==> config.mk <==
export PLATFORM = sky130hd
export DESIGN_NAME = galois_field_alu_flat
export DESIGN_NICKNAME = d
export VERILOG_FILES = /design/src/sv/gfa_pkg.sv /design/src/sv/gfa_in_if.sv /design/src/sv/gfa_out_if.sv /design/src/sv/galois_field_alu.sv /design/src/sv/gfa_mul.sv /design/src/flat_wrapper.sv
export SDC_FILE = /design/constraint.sdc
export NUM_CORES = 1
export LEC_CHECK = 0
export ABC_AREA = 1
export BUFFER_PORTS_ARGS = -buffer_cell sky130_fd_sc_hd__buf_4
export CORE_MARGIN = 2
export CORE_UTILIZATION = 40
export DETAILED_ROUTE_END_ITERATION = 8
export GPL_ROUTABILITY_DRIVEN = 0
export SLEW_MARGIN = 40
export SYNTH_ARGS = -nofsm -noshare
export SYNTH_HDL_FRONTEND = slang
export SYNTH_SLANG_ARGS = --single-unit
==> constraint.sdc <==
create_clock -name clk_i -period 2 [get_ports clk_i]
set_input_delay 0.4 -clock clk_i [delete_from_list [all_inputs] [get_ports clk_i]]
set_output_delay 0.4 -clock clk_i [all_outputs]
set_load 0.01 [all_outputs]
==> src/sv/gfa_pkg.sv <==
// ----------------------------------------------------------------------------
// gfa_pkg: shared definitions for the Galois field ALU
// Field width default, register reset value, field widths and command codes.
// ----------------------------------------------------------------------------
package gfa_pkg;

  localparam int FieldBitsDefault = 8;

  localparam int CmdW  = 2;
  localparam int OpW   = 8;
  localparam int ExpW  = 16;
  localparam int ResW  = 8;
  localparam int PolyW = 9;

  localparam logic [PolyW-1:0] PolyReset = 9'd285;

  typedef enum logic [CmdW-1:0] {
    CMD_XOR = 2'd0,
    CMD_MUL = 2'd1,
    CMD_DIV = 2'd2,
    CMD_POW = 2'd3
  } cmd_e;

endpackage

==> src/sv/gfa_in_if.sv <==
// ----------------------------------------------------------------------------
// gfa_in_if: command channel of the Galois field ALU
// Valid/ready channel carrying the command, both operands and the exponent.
// ----------------------------------------------------------------------------
interface gfa_in_if;
  import gfa_pkg::*;

  logic            valid;
  logic            ready;
  logic [CmdW-1:0] command;
  logic [OpW-1:0]  operand_a;
  logic [OpW-1:0]  operand_b;
  logic [ExpW-1:0] exponent;

  modport source (output valid, command, operand_a, operand_b, exponent, input ready);
  modport sink   (input valid, command, operand_a, operand_b, exponent, output ready);

endinterface

==> src/sv/gfa_out_if.sv <==
// ----------------------------------------------------------------------------
// gfa_out_if: result channel of the Galois field ALU
// Valid/ready channel carrying the result element and the divide-by-zero flag.
// ----------------------------------------------------------------------------
interface gfa_out_if;
  import gfa_pkg::*;

  logic            valid;
  logic            ready;
  logic [ResW-1:0] result;
  logic            divide_by_zero;

  modport source (output valid, result, divide_by_zero, input ready);
  modport sink   (input valid, result, divide_by_zero, output ready);

endinterface

==> src/sv/galois_field_alu.sv <==
// ----------------------------------------------------------------------------
// galois_field_alu: arithmetic unit for GF(2^m) elements
// Add, multiply, divide and power on one bit-serial multiplier.
// ----------------------------------------------------------------------------
// Usage:
//   in_i carries one command transaction (command, operand_a, operand_b,
//   exponent); out_o returns one result transaction (result, divide_by_zero)
//   per command, in order. The field polynomial is written on cfg_we_i /
//   cfg_wdata_i; the user must do so while the unit is idle, as the block
//   does not enforce it; reset loads 285. One command is processed at a
//   time; in_i.ready is high only when idle. Field multiplications run on
//   the bit-serial multiplier; the commands use it as follows:
//     add:      XOR of the operands, no multiply
//     multiply: one field multiply
//     power:    16 squarings plus one multiply per set exponent bit,
//               at most 32 multiplies in all
//     divide:   power by 2^FIELD_BITS - 2 and a final multiply;
//               divide by zero returns without a multiply, with a zero
//               result and the flag set
//   The result sits in an output register, so a new command is accepted
//   while a result waits. If the receiver stalls, a finished result holds
//   until the output register frees. Reset clears the state, start and valid flags.
// ----------------------------------------------------------------------------
module galois_field_alu #(
  parameter int FIELD_BITS = gfa_pkg::FieldBitsDefault
) (
  input  logic                      clk_i,
  input  logic                      rst_ni,
  input  logic                      cfg_we_i,
  input  logic [gfa_pkg::PolyW-1:0] cfg_wdata_i,
  gfa_in_if.sink                    in_i,
  gfa_out_if.source                 out_o
);
  import gfa_pkg::*;

  localparam int DivExp = (1 << FIELD_BITS) - 2;
  localparam logic [ExpW-1:0] DivExpBits = ExpW'(DivExp);
  localparam logic [FIELD_BITS-1:0] ElemOne = FIELD_BITS'(1);

  typedef enum logic [4:0] {
    ST_IDLE  = 5'b00001,
    ST_SQR   = 5'b00010,
    ST_MULB  = 5'b00100,
    ST_FINAL = 5'b01000,
    ST_OUT   = 5'b10000
  } state_e;

  state_e                state_q, state_d;
  logic                  start_q, start_d;
  logic                  ovalid_q, ovalid_d;
  logic [PolyW-1:0]      poly_q;
  cmd_e                  cmd_q, cmd_d;
  logic [FIELD_BITS-1:0] a_q, a_d;
  logic [FIELD_BITS-1:0] acc_q, acc_d;
  logic [FIELD_BITS-1:0] base_q, base_d;
  logic [FIELD_BITS-1:0] res_q, res_d;
  logic                  dz_q, dz_d;
  logic [ExpW-1:0]       exp_q, exp_d;
  logic [3:0]            cnt_q, cnt_d;
  logic [ResW-1:0]       ores_q, ores_d;
  logic                  odz_q, odz_d;

  logic [FIELD_BITS-1:0] elem_a, elem_b;
  logic [FIELD_BITS-1:0] mul_x, mul_y, mul_p, taps;
  logic                  mul_done;
  logic                  bit_done;

  assign elem_a = FIELD_BITS'(in_i.operand_a);
  assign elem_b = FIELD_BITS'(in_i.operand_b);
  assign taps   = FIELD_BITS'(poly_q);

  assign mul_x = (state_q == ST_FINAL) ? a_q : acc_q;
  assign mul_y = (state_q == ST_MULB) ? base_q : acc_q;

  gfa_mul #(
    .FIELD_BITS(FIELD_BITS)
  ) u_mul (
    .clk_i  (clk_i),
    .rst_ni (rst_ni),
    .start_i(start_q),
    .a_i    (mul_x),
    .b_i    (mul_y),
    .taps_i (taps),
    .done_o (mul_done),
    .p_o    (mul_p)
  );

  assign bit_done = mul_done &&
                    (((state_q == ST_SQR) && !exp_q[ExpW-1]) || (state_q == ST_MULB));

  always_comb begin
    state_d  = state_q;
    start_d  = 1'b0;
    ovalid_d = ovalid_q;
    cmd_d    = cmd_q;
    a_d      = a_q;
    acc_d    = acc_q;
    base_d   = base_q;
    res_d    = res_q;
    dz_d     = dz_q;
    exp_d    = exp_q;
    cnt_d    = cnt_q;
    ores_d   = ores_q;
    odz_d    = odz_q;

    if (ovalid_q && out_o.ready) begin
      ovalid_d = 1'b0;
    end

    case (state_q)
      ST_IDLE: begin
        if (in_i.valid) begin
          cmd_d = cmd_e'(in_i.command);
          a_d   = elem_a;
          acc_d = ElemOne;
          cnt_d = 4'd15;
          dz_d  = 1'b0;
          case (cmd_e'(in_i.command))
            CMD_XOR: begin
              res_d   = elem_a ^ elem_b;
              state_d = ST_OUT;
            end
            CMD_MUL: begin
              acc_d   = elem_b;
              start_d = 1'b1;
              state_d = ST_FINAL;
            end
            CMD_DIV: begin
              if (elem_b == '0) begin
                res_d   = '0;
                dz_d    = 1'b1;
                state_d = ST_OUT;
              end else begin
                base_d  = elem_b;
                exp_d   = DivExpBits;
                start_d = 1'b1;
                state_d = ST_SQR;
              end
            end
            CMD_POW: begin
              base_d  = elem_a;
              exp_d   = in_i.exponent;
              start_d = 1'b1;
              state_d = ST_SQR;
            end
            default: begin
              state_d = ST_OUT;
            end
          endcase
        end
      end
      ST_SQR: begin
        if (mul_done) begin
          acc_d = mul_p;
          if (exp_q[ExpW-1]) begin
            start_d = 1'b1;
            state_d = ST_MULB;
          end
        end
      end
      ST_MULB: begin
        if (mul_done) begin
          acc_d = mul_p;
        end
      end
      ST_FINAL: begin
        if (mul_done) begin
          res_d   = mul_p;
          state_d = ST_OUT;
        end
      end
      ST_OUT: begin
        if (!ovalid_q || out_o.ready) begin
          ovalid_d = 1'b1;
          ores_d   = ResW'(res_q);
          odz_d    = dz_q;
          state_d  = ST_IDLE;
        end
      end
      default: begin
        state_d = ST_IDLE;
      end
    endcase

    // advance to the next exponent bit, or leave the power loop
    if (bit_done) begin
      if (cnt_q == 4'd0) begin
        if (cmd_q == CMD_DIV) begin
          start_d = 1'b1;
          state_d = ST_FINAL;
        end else begin
          res_d   = mul_p;
          state_d = ST_OUT;
        end
      end else begin
        cnt_d   = cnt_q - 4'd1;
        exp_d   = {exp_q[ExpW-2:0], 1'b0};
        start_d = 1'b1;
        state_d = ST_SQR;
      end
    end
  end

  always_ff @(posedge clk_i or negedge rst_ni) begin
    if (!rst_ni) begin
      state_q  <= ST_IDLE;
      start_q  <= 1'b0;
      ovalid_q <= 1'b0;
      poly_q   <= PolyReset;
    end else begin
      state_q  <= state_d;
      start_q  <= start_d;
      ovalid_q <= ovalid_d;
      if (cfg_we_i) begin
        poly_q <= cfg_wdata_i;
      end
    end
  end

  always_ff @(posedge clk_i) begin
    cmd_q  <= cmd_d;
    a_q    <= a_d;
    acc_q  <= acc_d;
    base_q <= base_d;
    res_q  <= res_d;
    dz_q   <= dz_d;
    exp_q  <= exp_d;
    cnt_q  <= cnt_d;
    ores_q <= ores_d;
    odz_q  <= odz_d;
  end

  assign in_i.ready           = (state_q == ST_IDLE);
  assign out_o.valid          = ovalid_q;
  assign out_o.result         = ores_q;
  assign out_o.divide_by_zero = odz_q;

endmodule

==> src/sv/gfa_mul.sv <==
// ----------------------------------------------------------------------------
// gfa_mul: bit-serial GF(2^m) multiplier
// Consumes the multiplier one bit per cycle, MSB first, reducing the
// partial product by the field taps at each step. done_o is high for a single
// cycle once the last step is registered, with the product on p_o.
// ----------------------------------------------------------------------------
module gfa_mul #(
  parameter int FIELD_BITS = gfa_pkg::FieldBitsDefault
) (
  input  logic                  clk_i,
  input  logic                  rst_ni,
  input  logic                  start_i,
  input  logic [FIELD_BITS-1:0] a_i,
  input  logic [FIELD_BITS-1:0] b_i,
  input  logic [FIELD_BITS-1:0] taps_i,
  output logic                  done_o,
  output logic [FIELD_BITS-1:0] p_o
);
  import gfa_pkg::*;

  localparam int CntW = $clog2(FIELD_BITS + 1);

  logic [CntW-1:0]       cnt_q, cnt_d;
  logic                  done_q, done_d;
  logic [FIELD_BITS-1:0] x_q, y_q, p_q;
  logic [FIELD_BITS-1:0] shifted, step;

  // multiply by x and reduce, then add the multiplicand on a set bit
  assign shifted = {p_q[FIELD_BITS-2:0], 1'b0} ^ (p_q[FIELD_BITS-1] ? taps_i : '0);
  assign step    = y_q[FIELD_BITS-1] ? (shifted ^ x_q) : shifted;

  always_comb begin
    cnt_d  = cnt_q;
    done_d = 1'b0;
    if (start_i) begin
      cnt_d = CntW'(FIELD_BITS);
    end else if (cnt_q != '0) begin
      cnt_d  = cnt_q - CntW'(1);
      done_d = (cnt_q == CntW'(1));
    end
  end

  always_ff @(posedge clk_i or negedge rst_ni) begin
    if (!rst_ni) begin
      cnt_q  <= '0;
      done_q <= 1'b0;
    end else begin
      cnt_q  <= cnt_d;
      done_q <= done_d;
    end
  end

  always_ff @(posedge clk_i) begin
    if (start_i) begin
      x_q <= a_i;
      y_q <= b_i;
      p_q <= '0;
    end else if (cnt_q != '0) begin
      p_q <= step;
      y_q <= {y_q[FIELD_BITS-2:0], 1'b0};
    end
  end

  assign done_o = done_q;
  assign p_o    = p_q;

endmodule
==> src/flat_wrapper.sv <==
// flat-port wrapper written by rule: the top's interface ports become plain ports
module galois_field_alu_flat import gfa_pkg::*;
#(
  parameter int FIELD_BITS = gfa_pkg::FieldBitsDefault
)
  (clk_i, rst_ni, cfg_we_i, cfg_wdata_i, in_i_valid, in_i_command, in_i_operand_a, in_i_operand_b, in_i_exponent, in_i_ready, out_o_valid, out_o_result, out_o_divide_by_zero, out_o_ready);
  gfa_in_if in_i_i ();
  gfa_out_if out_o_i ();
  input  logic clk_i;
  input  logic rst_ni;
  input  logic cfg_we_i;
  input  logic [gfa_pkg::PolyW-1:0] cfg_wdata_i;
  input wire logic [$bits(in_i_i.valid)-1:0] in_i_valid;
  input wire logic [$bits(in_i_i.command)-1:0] in_i_command;
  input wire logic [$bits(in_i_i.operand_a)-1:0] in_i_operand_a;
  input wire logic [$bits(in_i_i.operand_b)-1:0] in_i_operand_b;
  input wire logic [$bits(in_i_i.exponent)-1:0] in_i_exponent;
  output wire logic [$bits(in_i_i.ready)-1:0] in_i_ready;
  output wire logic [$bits(out_o_i.valid)-1:0] out_o_valid;
  output wire logic [$bits(out_o_i.result)-1:0] out_o_result;
  output wire logic [$bits(out_o_i.divide_by_zero)-1:0] out_o_divide_by_zero;
  input wire logic [$bits(out_o_i.ready)-1:0] out_o_ready;
  assign in_i_i.valid = in_i_valid;
  assign in_i_i.command = in_i_command;
  assign in_i_i.operand_a = in_i_operand_a;
  assign in_i_i.operand_b = in_i_operand_b;
  assign in_i_i.exponent = in_i_exponent;
  assign in_i_ready = in_i_i.ready;
  assign out_o_valid = out_o_i.valid;
  assign out_o_result = out_o_i.result;
  assign out_o_divide_by_zero = out_o_i.divide_by_zero;
  assign out_o_i.ready = out_o_ready;
  galois_field_alu #(.FIELD_BITS(FIELD_BITS)) u_core (.clk_i(clk_i), .rst_ni(rst_ni), .cfg_we_i(cfg_we_i), .cfg_wdata_i(cfg_wdata_i), .in_i(in_i_i), .out_o(out_o_i));
endmodule
==> key figures <==
Yosys
  – Flops & latches, synth: 108
  – Share of the synthesized area in the top cell type: 30.06%
  – Synth Cell Area: approximately 5200 um^2
  – Mapped Cells: 607
  – Unique masters post-synth: 35
  – Mean Syn Cell Area: 8.558 um^2
  – Largest area contributor in the netlist: edfxtp_1
  – Post-Syn Nets: 659
  – Synth area leaders: edfxtp_1, dfxtp_1, nand2_1
  – Yosys warning total: 0
  – Post-synthesis sequential area ratio: 53.68%

Placed design
  – Pre-CTS setup slack: 5.542 ps
  – Hpwl dp: 9233 um
  – Post-Place Cells: ~830
  – # port buffers: 57
  – Dpl cell area: 5839 um^2

Power
  – VDD IR max: ~0.55 mV
  – Leakage: 2.806 nW
  – Power Density: roughly 1400 nW/um^2

Final layout
  – Layout cells sized above 1: around 17%
  – Finished layout cell area: 6151 um^2
  – Number of diodes: 0
  – Fin cells: 850
  – Layout net count: slightly above 700
  – Synthesis-to-layout area growth: 18.40%

Flow run
  – Total of max-cap violations: 0

Critical path
  – Critical path launch point: u_core.state_q[0]
  – Crit Path Category: reg2out
  – WP data arrival: 1520 ps
  – Critical Path RT: 1600 ps
  – RR Startpoint: u_core.state_q[0]
  – Critical Path End Type: output pin
  – Crit-path max FO: 7
  – Startpoint Class: flop

Floorplan
  – Core area: 12,670 um^2
  – Die height: 118.0 um
  – Initial core utilization: around two fifths
  – Ports: 59
  – Die Wd: about 120 um
  – Rows: 41
  – Die Area: 13,910 um^2

STA
  – Fmax: 522.2 MHz
  – Final hold viol count: 0
  – Clock skew: approximately 8.0 ps
  – Final setup violation count: 0
  – Hold slack: 239.2 ps
  – Final setup TNS: 0 ps
  – Slew Limit Fails: 0
  – Slew margin rel.: 57.73%
  – Minimum clock period: 1915 ps
  – Worst Tran Pin Value: 631.7 ps
  – Worst Slack Setup Final: 84.84 ps
  – Final Cycle Share: 95.76%
  – RSZ-0062 raised after global routing: no

Global route
  – Pin count of the biggest net entering global routing: 35
  – First-pass GRT wire length: ~20,000 um
  – Number of global-route vias before repair: 4,144
  – All-layer global routing usage: 18.50%
  – GR Overflow Total: 0
  – Initial antenna violation count: 0

Routing
  – Highest metal used: met4
  – DRT Wirelength: 12,520 um
  – Iter 0 DRT Violations: 310
  – Vias per inst: 4.966
  – Initial DRT Pass Iterations: 4
  – Met1 wire length: 5574 um
  – Met2 wire length: between 6000 and 7000 um
  – WL met3: between 500 and 600 um
  – Wire per inst: 14.73 um
  – Antenna-violating nets left: 0
  – Final routed DRC violation total: 0
  – Vias: between 4,000 and 5,000

Clock tree
  – Later-pin clock latency in the skew report: 350 ps
  – CTS Buffer Depth: 2
  – CTS H-tree depth: 3
  – CTS tree: built
  – Root Buffer: clkbuf_16
  – CTS clk-pin slew, worst paths: around 70 ps
  – CTS Buf Count: 9
  – Sink Count: 108

Min path
  – Critical hold path startpoint: out_o_ready
  – Hold Crit Class: in2reg

Run status
  – Outcome: complete, no violations
-- area by class of cell --
type | count | area [um^2]
inverters | 71 | 266.5
clock buffers | 12 | 237.7
multi-input cells | 410 | 2051
repair buffers | 73 | 566.8
fillers | 1248 | 6520
well taps | 172 | 215.2
clock inverters | 4 | 25.02
flip-flops and latches | 108 | 2789
-- state kept, by name, indices dropped and copies added (netlist names) --
signal / count
u_core.a_q: 8
u_core.acc_q: 8
u_core.base_q: 8
u_core.cmd_q: 2
u_core.cnt_q: 4
u_core.dz_q: 1
u_core.exp_q: 16
u_core.out_o.divide_by_zero: 1
u_core.out_o.result: 8
u_core.out_o.valid: 1
u_core.poly_q: 8
u_core.res_q: 8
u_core.start_q: 1
u_core.state_q: 5
u_core.u_mul.cnt_q: 4
u_core.u_mul.done_o: 1
u_core.u_mul.p_o: 8
u_core.u_mul.x_q: 8
u_core.u_mul.y_q: 8
-- routing by layer --
metal | vias up | track usage (%)
met3 | 15 | 4.845
li1 | 2111 | -
met4 | 0 | 6.777
met5 | - | 0
met2 | 105 | 30.78
met1 | 1990 | 23.16
-- worst paths after layout --
check,to,slack (ps),cells past startpoint
max,in_i_ready,80,5
min,u_core.out_o.valid,240,2
max reg2reg,u_core.exp_q[15],200,8
min reg2reg,u_core.out_o.result[3],450,0
max in group asynchronous,u_core.poly_q[2],1240,2
min in group asynchronous,u_core.state_q[4],480,2
-- where the power goes --
part | leakage (nW) | switching, mW | total, mW | internal, mW
sequential | 1.04 | 0.474 | 3.78 | 3.30
combinational | 1.63 | 1.90 | 3.02 | 1.12
clock | 0.134 | 0.779 | 1.63 | 0.850
-- through the flow --
| stage | power, mW | utilization [%] |
|---|---|---|
| CTS | 8.439 | 48.28 |
| global route | 9.004 | 48.54 |
| finish | 8.423 | 48.54 |
| floorplan | 5.757 | - |
| global placement | 6.666 | 46.08 |
| detailed placement | 6.787 | 46.08 |
-- worst max-delay path, stage by stage, from the launching register on --
cell and delay [ps]:
dfstp_2 570, inv_1 40, nor2_1 100, nand3_2 140, inv_2 150, buf_4 150
-- synth_stat cells (all sizes together) --
master,instances
a21oi,38
a31oi,8
buf,13
clkbuf,5
clkinv,2
dfrtp,15
dfstp,5
dfxtp,36
edfxtp,52
ha,4
inv,69
mux2,8
nand2,160
nand3,39
nand4,5
nor2,81
nor4,1
o211ai,4
o21a,3
o21ai,32
o221ai,4
o22ai,1
xnor2,4
xor2,18
-- repair_timing --
item,CTS,global route
buffers inserted,0,2
hold buffers,1,0
endpoints found under the setup margin,3,9
resized for setup,1,2
endpoints found under the hold margin,15,0
-- cells by family after synthesis --
kind of cell / count (synthesis) / synth area share, %
and+or+nand+nor: 286 / 23.12
DFF: 108 / 53.69
AOI/OAI and AO/OA: 90 / 9.803
buffers and inverters: 89 / 6.985
xor gates and xnor gates: 22 / 3.709
muxes: 8 / 1.734
adders and majority gates: 4 / 0.9634
-- layout by cell type (no fill, tap or decap), types with 2 or more instances in the layout --
master	n
o211ai_1	4
inv_2	5
clkbuf_16	9
dfrtp_1	15
o221ai_1	4
nand3_2	3
nand2_1	157
clkinv_1	2
nand2_2	3
o21ai_0	23
xnor2_1	4
buf_4	70
dfxtp_1	36
xor2_1	18
o21ai_1	9
dfstp_2	5
edfxtp_1	52
nor2_1	78
mux2_2	8
a31oi_1	8
ha_1	4
nor2_4	2
inv_1	64
nand4_1	4
nand3_1	34
clkinv_2	2
clkbuf_1	2
nand3_4	2
a21oi_1	36
o21a_1	3
Note: power is estimated with default switching activity, not from simulation.
